`config.mk`:
```
export PLATFORM = sky130hd
export DESIGN_NAME = keypad_message_display_controller
export DESIGN_NICKNAME = d
export VERILOG_FILES = /design/src/rtl/kmdc_pkg.sv /design/src/rtl/kmdc_key_decode.sv /design/src/rtl/keypad_message_display_controller.sv
export SDC_FILE = /design/constraint.sdc
export NUM_CORES = 1
export LEC_CHECK = 0
export ABC_CLOCK_PERIOD_IN_PS = 3500
export BUFFER_PORTS_ARGS = -buffer_cell sky130_fd_sc_hd__buf_2
export CORE_MARGIN = 2
export CORE_UTILIZATION = 55
export CTS_BUF_LIST = sky130_fd_sc_hd__clkbuf_16
export DETAILED_ROUTE_END_ITERATION = 7
export PLACE_DENSITY_LB_ADDON = 0.08
export SYNTH_ARGS = -nofsm -noshare
export SYNTH_HDL_FRONTEND = slang
export SYNTH_SLANG_ARGS = --single-unit
```
`constraint.sdc`:
```
create_clock -name aclk -period 3.5 [get_ports aclk]
set_clock_uncertainty 0.2 [all_clocks]
set_input_delay 0.35 -clock aclk [delete_from_list [all_inputs] [get_ports aclk]]
set_output_delay 0.35 -clock aclk [all_outputs]
set_load 0.01 [all_outputs]
```
`src/rtl/kmdc_pkg.sv`:
```
// Shared types and constants of the keypad message display controller.
`default_nettype none

package kmdc_pkg;

    // One 7-segment pattern.
    typedef logic [6:0] code_t;

    // The four sampled column nibbles, index 0 being row 0.
    typedef logic [3:0][3:0] rows_t;

    // The pattern shown at reset and used as the message terminator.
    localparam code_t DASH_CODE = 7'd1;

    // A decode that finds no single pressed key.
    localparam code_t NO_KEY = 7'd0;

    // A nibble with no column pulled low.
    localparam logic [3:0] COLS_IDLE = 4'hF;

    // Nibbles with exactly one column pulled low.
    localparam logic [3:0] COL0_LOW = 4'hE;
    localparam logic [3:0] COL1_LOW = 4'hD;
    localparam logic [3:0] COL2_LOW = 4'hB;
    localparam logic [3:0] COL3_LOW = 4'h7;

    // Segment patterns of the keys, by row and then by column.
    localparam code_t KEY_CODES [4][4] = '{
        '{7'd48,  7'd109, 7'd121, 7'd119},
        '{7'd51,  7'd91,  7'd94,  7'd31},
        '{7'd112, 7'd127, 7'd115, 7'd78},
        '{7'd1,   7'd127, 7'd1,   7'd61}
    };

endpackage

`default_nettype wire

```
`src/rtl/kmdc_key_decode.sv`:
```
// Keypad decoder: picks the first active row and maps its column to a pattern.
`default_nettype none

module kmdc_key_decode (
    input  wire kmdc_pkg::rows_t rows,
    output kmdc_pkg::code_t      key_code
);

    // Rows are examined from 0 upwards; the first row with a low column wins.
    always_comb begin
        logic found;
        found    = 1'b0;
        key_code = kmdc_pkg::NO_KEY;
        for (int r = 0; r < 4; r++) begin
            if (!found && rows[r] != kmdc_pkg::COLS_IDLE) begin
                found = 1'b1;
                case (rows[r])
                    kmdc_pkg::COL0_LOW: key_code = kmdc_pkg::KEY_CODES[r][0];
                    kmdc_pkg::COL1_LOW: key_code = kmdc_pkg::KEY_CODES[r][1];
                    kmdc_pkg::COL2_LOW: key_code = kmdc_pkg::KEY_CODES[r][2];
                    kmdc_pkg::COL3_LOW: key_code = kmdc_pkg::KEY_CODES[r][3];
                    // Several columns low in one row count as no key.
                    default:            key_code = kmdc_pkg::NO_KEY;
                endcase
            end
        end
    end

endmodule

`default_nettype wire

```
`src/rtl/keypad_message_display_controller.sv`:
```
// An accepted item passes through the input register and then the result register.
// Throughput: one item per cycle while m_tready does not stall the result register;
// the message store is read ahead for the next position.
// The store is a memory with one write port and one registered read port plus valid bits.
// Reset: aresetn is synchronous and active low; it empties both registers and clears
// the position, the wait flag and the valid bits, and sets the shown pattern to the dash.
`default_nettype none

module keypad_message_display_controller #(
    parameter int MESSAGE_SLOTS = 10
) (
    input  wire         aclk,
    input  wire         aresetn,
    input  wire         s_tvalid,
    output logic        s_tready,
    // s_tdata, from bit 0: row0_cols[3:0], row1_cols[3:0], row2_cols[3:0],
    // row3_cols[3:0], next_button, tick, zero padding
    input  wire  [23:0] s_tdata,
    // s_tuser: mode
    input  wire         s_tuser,
    output logic        m_tvalid,
    input  wire         m_tready,
    // m_tdata, from bit 0: segments[6:0], mode_led
    output logic [7:0]  m_tdata
);

    localparam int IDX_W = (MESSAGE_SLOTS > 1) ? $clog2(MESSAGE_SLOTS) : 1;
    localparam int POS_W = $clog2(MESSAGE_SLOTS + 1);
    localparam logic [POS_W-1:0] POS_END = POS_W'(MESSAGE_SLOTS);

    // Input register.
    logic            in_valid_reg;
    kmdc_pkg::rows_t in_rows_reg;
    logic            in_next_reg;
    logic            in_tick_reg;
    logic            in_mode_reg;

    // Controller state.
    logic [POS_W-1:0] position_reg, position_next;
    logic             waiting_reg, waiting_next;
    kmdc_pkg::code_t  shown_reg, shown_next;

    // Message store with its read-ahead register.
    kmdc_pkg::code_t         store_mem [MESSAGE_SLOTS];
    logic [MESSAGE_SLOTS-1:0] valid_reg;
    kmdc_pkg::code_t         rd_data_reg;
    logic                    rd_valid_reg;
    logic [IDX_W-1:0]        rd_addr;
    logic                    wr_en;
    logic [IDX_W-1:0]        wr_addr;
    logic                    rd_hit;

    // Result register.
    logic            out_valid_reg;
    kmdc_pkg::code_t out_seg_reg;
    logic            out_led_reg;

    logic            fire;
    kmdc_pkg::code_t key_code;
    kmdc_pkg::code_t slot_code;

    // The work stage moves whenever the result register is free or being emptied.
    assign fire     = in_valid_reg && (!out_valid_reg || m_tready);
    assign s_tready = !in_valid_reg || fire;

    // Input register.
    always_ff @(posedge aclk) begin
        if (!aresetn) begin
            in_valid_reg <= 1'b0;
        end else if (s_tready) begin
            in_valid_reg <= s_tvalid;
        end
        if (s_tvalid && s_tready) begin
            in_rows_reg <= s_tdata[15:0];
            in_next_reg <= s_tdata[16];
            in_tick_reg <= s_tdata[17];
            in_mode_reg <= s_tuser;
        end
    end

    kmdc_key_decode u_decode (
        .rows     (in_rows_reg),
        .key_code (key_code)
    );

    // A slot never written plays as a blank display.
    assign slot_code = rd_valid_reg ? rd_data_reg : kmdc_pkg::NO_KEY;

    // Next state of the controller for the item in the work stage.
    always_comb begin
        position_next = position_reg;
        waiting_next  = waiting_reg;
        shown_next    = shown_reg;
        wr_en         = 1'b0;
        wr_addr       = (position_reg >= POS_END) ? '0 : position_reg[IDX_W-1:0];
        if (fire) begin
            if (waiting_reg) begin
                if (in_next_reg) begin
                    waiting_next = 1'b0;
                end
            end else if (in_mode_reg) begin
                if (key_code != kmdc_pkg::NO_KEY) begin
                    // A full buffer wraps to the first slot before storing.
                    wr_en = 1'b1;
                    if (key_code == kmdc_pkg::DASH_CODE) begin
                        position_next = '0;
                    end else begin
                        position_next = POS_W'(wr_addr) + POS_W'(1);
                        shown_next    = key_code;
                        waiting_next  = 1'b1;
                    end
                end
            end else if (in_tick_reg) begin
                if (position_reg >= POS_END) begin
                    position_next = '0;
                end else if (slot_code == kmdc_pkg::DASH_CODE) begin
                    position_next = '0;
                end else begin
                    shown_next    = slot_code;
                    position_next = position_reg + POS_W'(1);
                end
            end
        end
    end

    // The read address follows the position that the next item will see.
    assign rd_addr = (position_next >= POS_END) ? '0 : position_next[IDX_W-1:0];
    assign rd_hit  = wr_en && (wr_addr == rd_addr);

    // Store write and read-ahead, with the write forwarded on a matching address.
    always_ff @(posedge aclk) begin
        if (wr_en) begin
            store_mem[wr_addr] <= key_code;
        end
        rd_data_reg <= rd_hit ? key_code : store_mem[rd_addr];
    end

    // Valid bits of the store and of the read-ahead data.
    always_ff @(posedge aclk) begin
        if (!aresetn) begin
            valid_reg    <= '0;
            rd_valid_reg <= 1'b0;
        end else begin
            if (wr_en) begin
                valid_reg[wr_addr] <= 1'b1;
            end
            rd_valid_reg <= rd_hit || valid_reg[rd_addr];
        end
    end

    // Controller state registers.
    always_ff @(posedge aclk) begin
        if (!aresetn) begin
            position_reg <= '0;
            waiting_reg  <= 1'b0;
            shown_reg    <= kmdc_pkg::DASH_CODE;
        end else begin
            position_reg <= position_next;
            waiting_reg  <= waiting_next;
            shown_reg    <= shown_next;
        end
    end

    // Result register.
    always_ff @(posedge aclk) begin
        if (!aresetn) begin
            out_valid_reg <= 1'b0;
        end else if (fire) begin
            out_valid_reg <= 1'b1;
        end else if (m_tready) begin
            out_valid_reg <= 1'b0;
        end
        if (fire) begin
            out_seg_reg <= shown_next;
            out_led_reg <= in_mode_reg;
        end
    end

    assign m_tvalid = out_valid_reg;
    assign m_tdata  = {out_led_reg, out_seg_reg};

endmodule

`default_nettype wire

```
==> results of run 1 <==
## final cells by class
| cell class | count | area, um2 | area share [%] |
|---|---|---|---|
| Inverter | 14 | 52.6 | 0.702 |
| Clock buffer | 17 | 425 | 5.68 |
| Timing Repair Buffer | 108 | 806 | 10.8 |
| Tap cell | 140 | 175 | 2.34 |
| Sequential cell | 126 | 3490 | 46.7 |
| Clock inverter | 15 | 191 | 2.56 |
| Multi-Input combinational cell | 318 | 2340 | 31.3 |
## stage by stage
stage	worst slack (ns)	instance area [um2]	power (uW)	cells	hold slack (ns)
after floorplan	0.182	6030	2030	488	0.224
after global placement	0.0292	6640	2200	686	0.233
after detailed placement	0.0746	6640	2220	686	0.249
after CTS	0.0327	7450	4060	738	0.0540
after global routing	-0.0806	7490	4180	738	0.0907
final	0.107	7490	4050	738	0.0601
## where the power goes
group | leakage, uW | internal (uW) | switching [uW]
sequential | 0.00114 | 1660 | 34.1
combinational | 0.00135 | 241 | 285
clock | 0.000295 | 1190 | 643
total | 0.00279 | 3090 | 962
## per-layer routing
metal  vias to the layer above  wire [um]  global-route usage (%)
li1                       2076          -                       -
met1                      2097       5910                    32.9
met2                       155       6890                    41.2
met3                        19        720                    4.18
met4                         0        235                    10.4
met5                         -          0                       0
## logic make-up (layout without fill, tap and decap cells)
family,count (synthesis),after routing,share of synthesized area (%)
AO/OA/AOI/OAI,118,118,14.5
multiplexers,34,34,7.80
XOR/XNOR,9,9,1.31
flip-flops,126,126,57.9
buffers and inverters,44,154,3.74
adder cells (fa/ha/maj),8,8,1.58
AND/OR/NAND/NOR,149,149,13.1
## worst register-to-register path, cell delays in order, from the launching register on
cell and delay [ns]:
sky130_fd_sc_hd__dfxtp_1 0.37, sky130_fd_sc_hd__buf_12 0.15, sky130_fd_sc_hd__buf_12 0.19, sky130_fd_sc_hd__mux4_2 0.54
sky130_fd_sc_hd__a211oi_1 0.31, sky130_fd_sc_hd__a21oi_1 0.19, sky130_fd_sc_hd__or3_1 0.44, sky130_fd_sc_hd__o2111ai_2 0.16
sky130_fd_sc_hd__buf_4 0.19, sky130_fd_sc_hd__nor2b_1 0.04, sky130_fd_sc_hd__a211o_1 0.25, sky130_fd_sc_hd__a21oi_1 0.12
sky130_fd_sc_hd__o21ai_1 0.08, sky130_fd_sc_hd__nand3_1 0.09
## how the worst max path moves through the flow
| stage | startpoint | endpoint | slack [ns] | depth (start not counted) |
|---|---|---|---|---|
| after global routing | flop | rd_valid_reg$_SDFF_PN0_ | -0.08 | 13 |
| after floorplan | in_rows_reg[1]$_DFFE_PP_ | store_mem[3][0]$_DFFE_PP_ | 0.18 | 9 |
| after global placement | flop | rd_valid_reg$_SDFF_PN0_ | 0.03 | 14 |
| final | flop | rd_valid_reg$_SDFF_PN0_ | 0.11 | 13 |
| after CTS | flop | rd_valid_reg$_SDFF_PN0_ | 0.03 | 12 |
| after detailed placement | in_rows_reg[4]$_DFFE_PP_ | store_mem[0][2]$_DFFE_PP_ | 0.07 | 7 |
## placed cells by master (no fill, tap or decap), types with 6 or more instances in the layout
master / Yosys / layout
sky130_fd_sc_hd__inv_1: 12 / 12
sky130_fd_sc_hd__ha_1: 6 / 6
sky130_fd_sc_hd__o21a_1: 9 / 9
sky130_fd_sc_hd__o21ai_0: 12 / 12
sky130_fd_sc_hd__nor3_1: 8 / 8
sky130_fd_sc_hd__nand2_1: 36 / 36
sky130_fd_sc_hd__edfxtp_1: 97 / 97
sky130_fd_sc_hd__mux4_1: 6 / 6
sky130_fd_sc_hd__nor2_1: 29 / 29
sky130_fd_sc_hd__dfxtp_1: 29 / 29
sky130_fd_sc_hd__buf_4: 10 / 54
sky130_fd_sc_hd__and3_1: 13 / 12
sky130_fd_sc_hd__a22oi_1: 12 / 12
sky130_fd_sc_hd__clkbuf_16: 0 / 17
sky130_fd_sc_hd__mux2i_1: 20 / 20
sky130_fd_sc_hd__o221ai_1: 7 / 6
sky130_fd_sc_hd__dlygate4sd3_1: 0 / 20
sky130_fd_sc_hd__a21oi_1: 24 / 24
sky130_fd_sc_hd__mux2_2: 6 / 6
sky130_fd_sc_hd__a211oi_1: 6 / 6
sky130_fd_sc_hd__xnor2_1: 6 / 6
sky130_fd_sc_hd__nand3_1: 12 / 11
sky130_fd_sc_hd__buf_2: 6 / 32
sky130_fd_sc_hd__and2_1: 13 / 9
## what timing repair did
| action | CTS | global route |
|---|---|---|
| hold buffers | 20 | 0 |
| resized for setup | 0 | 11 |
| setup endpoints to repair | 0 | 36 |
| endpoints found under the hold margin | 20 | 0 |
==> flow_summary.yaml, run 1 <==
floorplan:
  die_w_um: 109
  initial_cell_density_of_the_core_pct: 56.1
  io_pins: 39
  fp.dieH_um: 109
  design.core.area_um2: 10700
  std_cell_rows: 38
  fp.dieArea_um2: 11800
logic_synthesis:
  net_count_of_the_mapped_netlist: 523
  synth_ff_type: "sky130_fd_sc_hd__edfxtp_1"
  synth.top_cells.by_count: "97 x sky130_fd_sc_hd__edfxtp_1, 36 x sky130_fd_sc_hd__nand2_1, 29 x sky130_fd_sc_hd__dfxtp_1, 29 x sky130_fd_sc_hd__nor2_1, 24 x sky130_fd_sc_hd__a21oi_1"
  yosys.cell_count.top_type: "sky130_fd_sc_hd__edfxtp_1"
  synth_sequential_area_ratio_pct: 57.9
  postSynthRegisterBits: 126
  mappedNetlistArea_um2: 6030
  leading_cell_types_by_total_area_after_synthesis: "sky130_fd_sc_hd__edfxtp_1 48%, sky130_fd_sc_hd__dfxtp_1 9.6%, sky130_fd_sc_hd__mux2i_1 3.3%, sky130_fd_sc_hd__mux4_1 2.6%, sky130_fd_sc_hd__nand2_1 2.2%"
  synth.lib_cells_used.distinct: 76
  netlist.area_leader.share_pct: 48.3
  ys_async_sr_fraction_pct: 0
  synthCells: 488
  syn_avg_cell_area_um2: 12.4
  synth_edf_count: 97
  cell_taking_the_most_area_after_synthesis: "sky130_fd_sc_hd__edfxtp_1"
  yosysWarnings: 0
layout:
  share_of_final_layout_standard_cells_stronger_than_drive_strength_1_pct: 25.9
  postLayoutCoreUtil_pct: 69.7
  finalNetCount: 620
  synthToLayoutAreaGrowth_pct: 24.2
  largest_register_ffs: 70
  diodes: 0
  n_fill_cell: 784
critical_path:
  start_kind: "flop"
  timing.reg2reg.worst_path_depth: 13
  stage_delay_of_the_slowest_cell_on_the_critical_path_ns: 0.54
  cp-end-kind: "flop"
  worstPathMaxFanout: 20
  crit_buf_inv: 3
  critPathRequiredTime_ns: 3.64
  worstPathArrival_ns: 3.53
  timing_worst_setup_path_type: "reg2reg"
  crit_path_max_delay_family: "compound AO/OA/AOI/OAI gates"
  reg_to_reg_end: "rd_valid_reg$_SDFF_PN0_"
  timing.critical_path.cells: "buf_12 > buf_12 > mux4_2 > a211oi_1 > a21oi_1 > or3_1 > o2111ai_2 > buf_4 > nor2b_1 > a211o_1 > a21oi_1 > o21ai_1 > nand3_1"
  worst_path_max_delay_cell: "sky130_fd_sc_hd__mux4_2"
  setup.reg_to_reg.worst_slack_ns: 0.11
placed_design:
  finalWeightedCongestion: 0.902
  io_buffers: 32
  detailed_place_hpwl_um: 9250
detailed_routing:
  number_of_vias_in_the_routed_layout: 4347
  post_drt_wl_per_cell_um: 18.6
  detail_route.vias_per_cell: 5.89
  drc: 0
  drt_wl_total_um: 13800
  drt_first_iter_violations: 230
  postRouteAntennaNets: 0
  dr.pass1.iters: 7
clock_network:
  cts_inserted_buffers: 17
  tritoncts: "built"
  cts_buffer_depth: 2
  clk_root_buffer_cell: "sky130_fd_sc_hd__clkbuf_16"
  clkSinkCount: 126
  cts.clk_slew.worst_paths_ns: 0.06
  post_cts.repair.setup_buffers: 0
  ctsHtreeMaxLevel: 4
  clock_latency_ns: 0.41
sta:
  setup_repair_after_global_routing_missed_its_margin: "yes"
  min_period_ns: 3.39
  hold_viol_final: 0
  slew-limit-headroom_pct: 46.0
  finalSetupViolations: 0
  setup_tns_ns: 0
  timing.final.max_slew_violations: 0
  layout_worst_path_cycle_share_pct: 96.9
  timing_worst_slew_pin_value_ns: 0.809
  max_clock_freq_mhz: 295
grt:
  via_count_of_the_first_global_routing_pass: 4219
  initial_antenna_violation_count: 0
  grt_max_degree: 21
  overflow: 0
  groute.usage.overall_pct: 25.0
  first_pass_grt_wire_length_um: 21700
worst_hold_path:
  timing.hold.worst.start: "m_tready"
  min_path_cells: 4
  endpoint_of_the_worst_hold_timing_path: "m_tvalid$_SDFFE_PN0P_"
  hold_path.class: "in2reg"
power:
  power-per-cell-area_nw_per_um2: 541
  static-leakage-power_uw: 0.00279
  ir_drop_uv: 341
run_status:
  outcome: "finished clean"
run:
  max_cap_viol_count: 0
(Power assumes the default switching activity.)
==> run 2, diff against run 1 <==
PLACE_DENSITY = 0.78   (was not set)
PLACE_DENSITY_LB_ADDON = not set   (was 0.08)
==> flow_summary.yaml, run 2 (same netlist as run 1, synthesis figures left out) <==
run_status:
  outcome: "finished clean"
layout:
  largest_register_ffs: 70
  finalNetCount: 611
  diodes: 0
  share_of_final_layout_standard_cells_stronger_than_drive_strength_1_pct: 24.1
  summed_area_of_non_filler_cells_in_the_final_layout_um2: 7370
  mostFrequentLayoutCells: "97 x sky130_fd_sc_hd__edfxtp_1, 41 x sky130_fd_sc_hd__buf_4, 35 x sky130_fd_sc_hd__nand2_1"
  mostFrequentLayoutCell: "sky130_fd_sc_hd__edfxtp_1"
  postLayoutCoreUtil_pct: 68.6
  synthToLayoutAreaGrowth_pct: 22.2
floorplan:
  fp.dieArea_um2: 11800
  fp.dieH_um: 109
  design.core.area_um2: 10700
  std_cell_rows: 38
  initial_cell_density_of_the_core_pct: 56.1
  die_w_um: 109
  io_pins: 39
detailed_routing:
  postRouteAntennaNets: 0
  post_drt_wl_per_cell_um: 19.2
  drt_wl_total_um: 14000
  detail_route.vias_per_cell: 6.03
  dr.pass1.iters: 7
  drc: 0
  drt_first_iter_violations: 395
  number_of_vias_in_the_routed_layout: 4387
sta:
  timing_worst_slew_pin_value_ns: 0.818
  final.setup.worst_slack_ns: 0.0606
  layout_worst_path_cycle_share_pct: 98.3
  setup_repair_after_global_routing_missed_its_margin: "yes"
  min_period_ns: 3.44
  setup_tns_ns: 0
  hold_viol_final: 0
  finalHoldWorstSlack_ns: 0.0448
  finalSetupViolations: 0
  slew-limit-headroom_pct: 45.5
  max_clock_freq_mhz: 291
  timing.final.max_slew_violations: 0
clock_network:
  tritoncts: "built"
  cts.clk_slew.worst_paths_ns: 0.05
  clock_latency_ns: 0.42
  clkSinkCount: 126
  cts_inserted_buffers: 17
  clk_root_buffer_cell: "sky130_fd_sc_hd__clkbuf_16"
  cts_buffer_depth: 2
  ctsHtreeMaxLevel: 4
critical_path:
  timing_worst_setup_path_type: "reg2reg"
  crit_path_max_delay_family: "simple AND/OR/NAND/NOR gates"
  start_kind: "flop"
  worstPathArrival_ns: 3.53
  critPathRequiredTime_ns: 3.59
  crit_buf_inv: 1
  launch_instance_of_the_worst_register_to_register_path: "in_rows_reg[7]$_DFFE_PP_"
  stage_delay_of_the_slowest_cell_on_the_critical_path_ns: 0.50
  critical_path.endpoint: "rd_valid_reg$_SDFF_PN0_"
  critical_path.startpoint: "in_rows_reg[7]$_DFFE_PP_"
  cp-end-kind: "flop"
  timing.reg2reg.worst_path_depth: 12
  worstPathMaxFanout: 7
  crit_cells: 12
  worst_path_max_delay_cell: "sky130_fd_sc_hd__edfxtp_1"
  setup.reg_to_reg.worst_slack_ns: 0.06
  timing.critical_path.cells: "nand2_2 > or4_4 > o32a_1 > or2_1 > buf_4 > and3_1 > o21ai_1 > nand3_2 > a211oi_1 > o21ai_0 > nand4b_1 > nand3_1"
  reg_to_reg_end: "rd_valid_reg$_SDFF_PN0_"
power:
  static-leakage-power_uw: 0.00271
  ir_drop_uv: 415
  power-per-cell-area_nw_per_um2: 511
grt:
  via_count_of_the_first_global_routing_pass: 4266
  grt_max_degree: 20
  initial_antenna_violation_count: 0
  overflow: 0
  groute.usage.overall_pct: 25.1
  first_pass_grt_wire_length_um: 21600
placed_design:
  placed_area_um2: 6580
  detailed_place_hpwl_um: 9330
  io_buffers: 32
  finalWeightedCongestion: 0.923
  place_worst_setup_slack_ns: -0.0291
run:
  max_cap_viol_count: 0
worst_hold_path:
  hold_path.class: "in2reg"
run 2: cell types whose count changed in the layout (fill, tap and decap cells not counted), sizes merged:
cell,change
buf,-9
bufinv,-3
clkinv,+2
clkinvlp,+2
inv,-2
run 2: report_power, final:
part           internal [uW]  switching (uW)  total, uW  leakage [uW]
Combinational            221             271        492       0.00132
Clock                    953             613       1570      0.000255
Sequential              1660            47.7       1710       0.00114
Total                   2830             932       3760       0.00271
run 2: layout make-up:
type                    instances  area [um2]
fillers                       749        3380
inverters                      14        52.6
clock buffers                  17         425
flip-flops and latches        126        3500
well taps                     140         175
clock inverters                14         105
multi-input cells             318        2330
repair buffers                 99         779
run 2: worst min-delay path, cell delays in order:
cell and delay (ns):
sky130_fd_sc_hd__buf_2 0.08, sky130_fd_sc_hd__nor2b_1 0.06, sky130_fd_sc_hd__nor2_1 0.09, sky130_fd_sc_hd__nor2_1 0.04
run 2: timing repair:
item,4_1_cts,5_1_grt
hold endpoints to repair,20,0
pin swaps,0,4
resized for setup,1,9
setup buffers,0,3
endpoints found under the setup margin,2,49
hold buffers,20,0
run 2: worst min-delay path by stage:
| stage | startpoint | end | slack (ns) | cells past startpoint |
|---|---|---|---|---|
| 2_1_floorplan | in_next_reg$_DFFE_PP_ | waiting_reg$_SDFFE_PN0P_ | 0.22 | 1 |
| 3_3_place_gp | in_next_reg$_DFFE_PP_ | waiting_reg$_SDFFE_PN0P_ | 0.23 | 1 |
| 3_5_place_dp | valid_reg[4]$_SDFFE_PN0P_ | valid_reg[4]$_SDFFE_PN0P_ | 0.25 | 1 |
| 4_1_cts | m_tready | m_tvalid$_SDFFE_PN0P_ | 0.04 | 4 |
| 5_1_grt | m_tready | m_tvalid$_SDFFE_PN0P_ | 0.08 | 4 |
| 6_report | m_tready | m_tvalid$_SDFFE_PN0P_ | 0.04 | 4 |
run 2: routing by layer:
| layer | global-route usage, % | up-vias | routed length (um) |
|---|---|---|---|
| met4 | 11.0 | 0 | 437 |
| met5 | 0 | - | 0 |
| li1 | - | 2053 | - |
| met2 | 42.8 | 191 | 7220 |
| met3 | 6.99 | 40 | 915 |
| met1 | 29.7 | 2103 | 5390 |
run 2: stage by stage:
step                cells  total power [uW]
global route          728              3890
CTS                   725              3750
global placement      674              2170
finish                728              3760
detailed placement    674              2190
floorplan             488              2030
==> run 3, diff against run 2 <==
CORE_MARGIN = 3   (was 2)
PLACE_DENSITY = 0.76   (was 0.78)
==> flow_summary.yaml, run 3 (same netlist as run 1, synthesis figures left out) <==
critical_path:
  critPathRequiredTime_ns: 3.65
  cp-end-kind: "flop"
  worstPathArrival_ns: 3.61
  timing_worst_setup_path_type: "reg2reg"
  worstPathMaxFanout: 7
  start_kind: "flop"
sta:
  min_period_ns: 3.46
  max_clock_freq_mhz: 289
  timing_worst_slew_pin_value_ns: 0.845
  finalSetupViolations: 0
  hold_viol_final: 0
  setup_tns_ns: 0
  timing.final.max_slew_violations: 0
  layout_worst_path_cycle_share_pct: 98.9
  setup_repair_after_global_routing_missed_its_margin: "yes"
  slew-limit-headroom_pct: 43.6
power:
  power-per-cell-area_nw_per_um2: 539
  ir_drop_uv: 408
  static-leakage-power_uw: 0.00275
  p_total_uw: 4010
detailed_routing:
  dr.pass1.iters: 6
  number_of_vias_in_the_routed_layout: 4455
  drt_first_iter_violations: 379
  postRouteAntennaNets: 0
  post_drt_wl_per_cell_um: 19.8
  detail_route.vias_per_cell: 6.13
  drc: 0
  drt_wl_total_um: 14400
layout:
  final_cells: 727
  mostFrequentLayoutCell: "sky130_fd_sc_hd__edfxtp_1"
  finalNetCount: 613
  largest_register_ffs: 70
  diodes: 0
  synthToLayoutAreaGrowth_pct: 23.3
  mostFrequentLayoutCells: "97 x sky130_fd_sc_hd__edfxtp_1, 45 x sky130_fd_sc_hd__buf_4, 36 x sky130_fd_sc_hd__nand2_1"
  share_of_final_layout_standard_cells_stronger_than_drive_strength_1_pct: 25.7
floorplan:
  fp.dieArea_um2: 12300
  std_cell_rows: 37
  io_pins: 39
  die_w_um: 111
  initial_cell_density_of_the_core_pct: 57.4
  fp.dieH_um: 111
  design.core.area_um2: 10500
placed_design:
  dp.cells: 669
  finalWeightedCongestion: 0.938
  detailed_place_hpwl_um: 9210
  io_buffers: 32
grt:
  groute.usage.overall_pct: 24.1
  grt_use_met1_pct: 28.3
  via_count_of_the_first_global_routing_pass: 4545
  first_pass_grt_wire_length_um: 23000
  use_met2_pct: 40.8
  overflow: 0
  initial_antenna_violation_count: 0
  met3_usage_pct: 6.82
  grt_max_degree: 21
  grt_busiest_layer: "met2"
clock_network:
  tritoncts: "built"
  cts_inserted_buffers: 17
  clkSinkCount: 126
  cts.clk_slew.worst_paths_ns: 0.06
  clock_latency_ns: 0.42
  cts_buffer_depth: 2
  ctsHtreeMaxLevel: 4
  clk_root_buffer_cell: "sky130_fd_sc_hd__clkbuf_16"
run_status:
  outcome: "finished clean"
worst_hold_path:
  hold_path.class: "in2reg"
run:
  max_cap_viol_count: 0
==> run 3: stage by stage <==
step	hold slack [ns]	cell area (um2)	worst slack [ns]	utilization, %
final	0.0645	7430	0.0392	70.7
after global routing	0.0691	7430	-0.0204	70.7
after CTS	0.0523	7350	0.0211	69.9
after detailed placement	0.247	6550	0.0299	62.3
after global placement	0.233	6550	0.0589	62.3
after floorplan	0.224	6030	0.182	-
==> run 3: what timing repair did <==
action                     CTS  global route
hold endpoints to repair    20             0
setup endpoints to repair    1            52
gates cloned                 0             0
pin swaps                    0             8
hold buffers                20             0
buffers inserted             0             6
resized for setup            2            19
==> run 3: cell type report <==
cell class	count	area [um2]
Clock buffer	17	425
Fill cell	694	3080
Clock inverter	15	170
Timing Repair Buffer	101	769
Multi-Input combinational cell	318	2350
Sequential cell	126	3500
Inverter	14	52.6
Tap cell	136	170
==> run 3: metal layers <==
layer	routed length [um]	vias to the layer above
met3	1040	47
met1	5660	2150
li1	-	2065
met5	0	-
met4	527	0
met2	7130	193
==> run 3: worst max-delay path, stage by stage, from the launching register on <==
cell,delay (ns)
sky130_fd_sc_hd__dfxtp_2,0.34
sky130_fd_sc_hd__buf_12,0.13
sky130_fd_sc_hd__mux4_2,0.51
sky130_fd_sc_hd__mux2_4,0.30
sky130_fd_sc_hd__o211ai_1,0.32
sky130_fd_sc_hd__buf_4,0.19
sky130_fd_sc_hd__nand3_4,0.07
sky130_fd_sc_hd__o31ai_4,0.35
sky130_fd_sc_hd__o221ai_2,0.17
sky130_fd_sc_hd__and3_4,0.18
sky130_fd_sc_hd__and2_4,0.15
sky130_fd_sc_hd__a221oi_2,0.26
sky130_fd_sc_hd__o21ai_1,0.09
sky130_fd_sc_hd__nand3_1,0.11
==> run 3: path summary, 6_finish.rpt <==
| path | from | to | slack (ns) | depth (start not counted) |
|---|---|---|---|---|
| worst max-delay path | flop | rd_valid_reg$_SDFF_PN0_ | 0.04 | 13 |
| worst min-delay path | m_tready | m_tvalid$_SDFFE_PN0P_ | 0.06 | 4 |
| worst min register to register | valid_reg[4]$_SDFFE_PN0P_ | valid_reg[4]$_SDFFE_PN0P_ | 0.25 | 1 |
| worst max register to register | flop | rd_valid_reg$_SDFF_PN0_ | 0.04 | 13 |
==> run 3: where the power goes <==
part	total (uW)	internal [uW]	switching, uW
clock	1780	1120	662
sequential	1710	1660	46.5
combinational	523	243	280
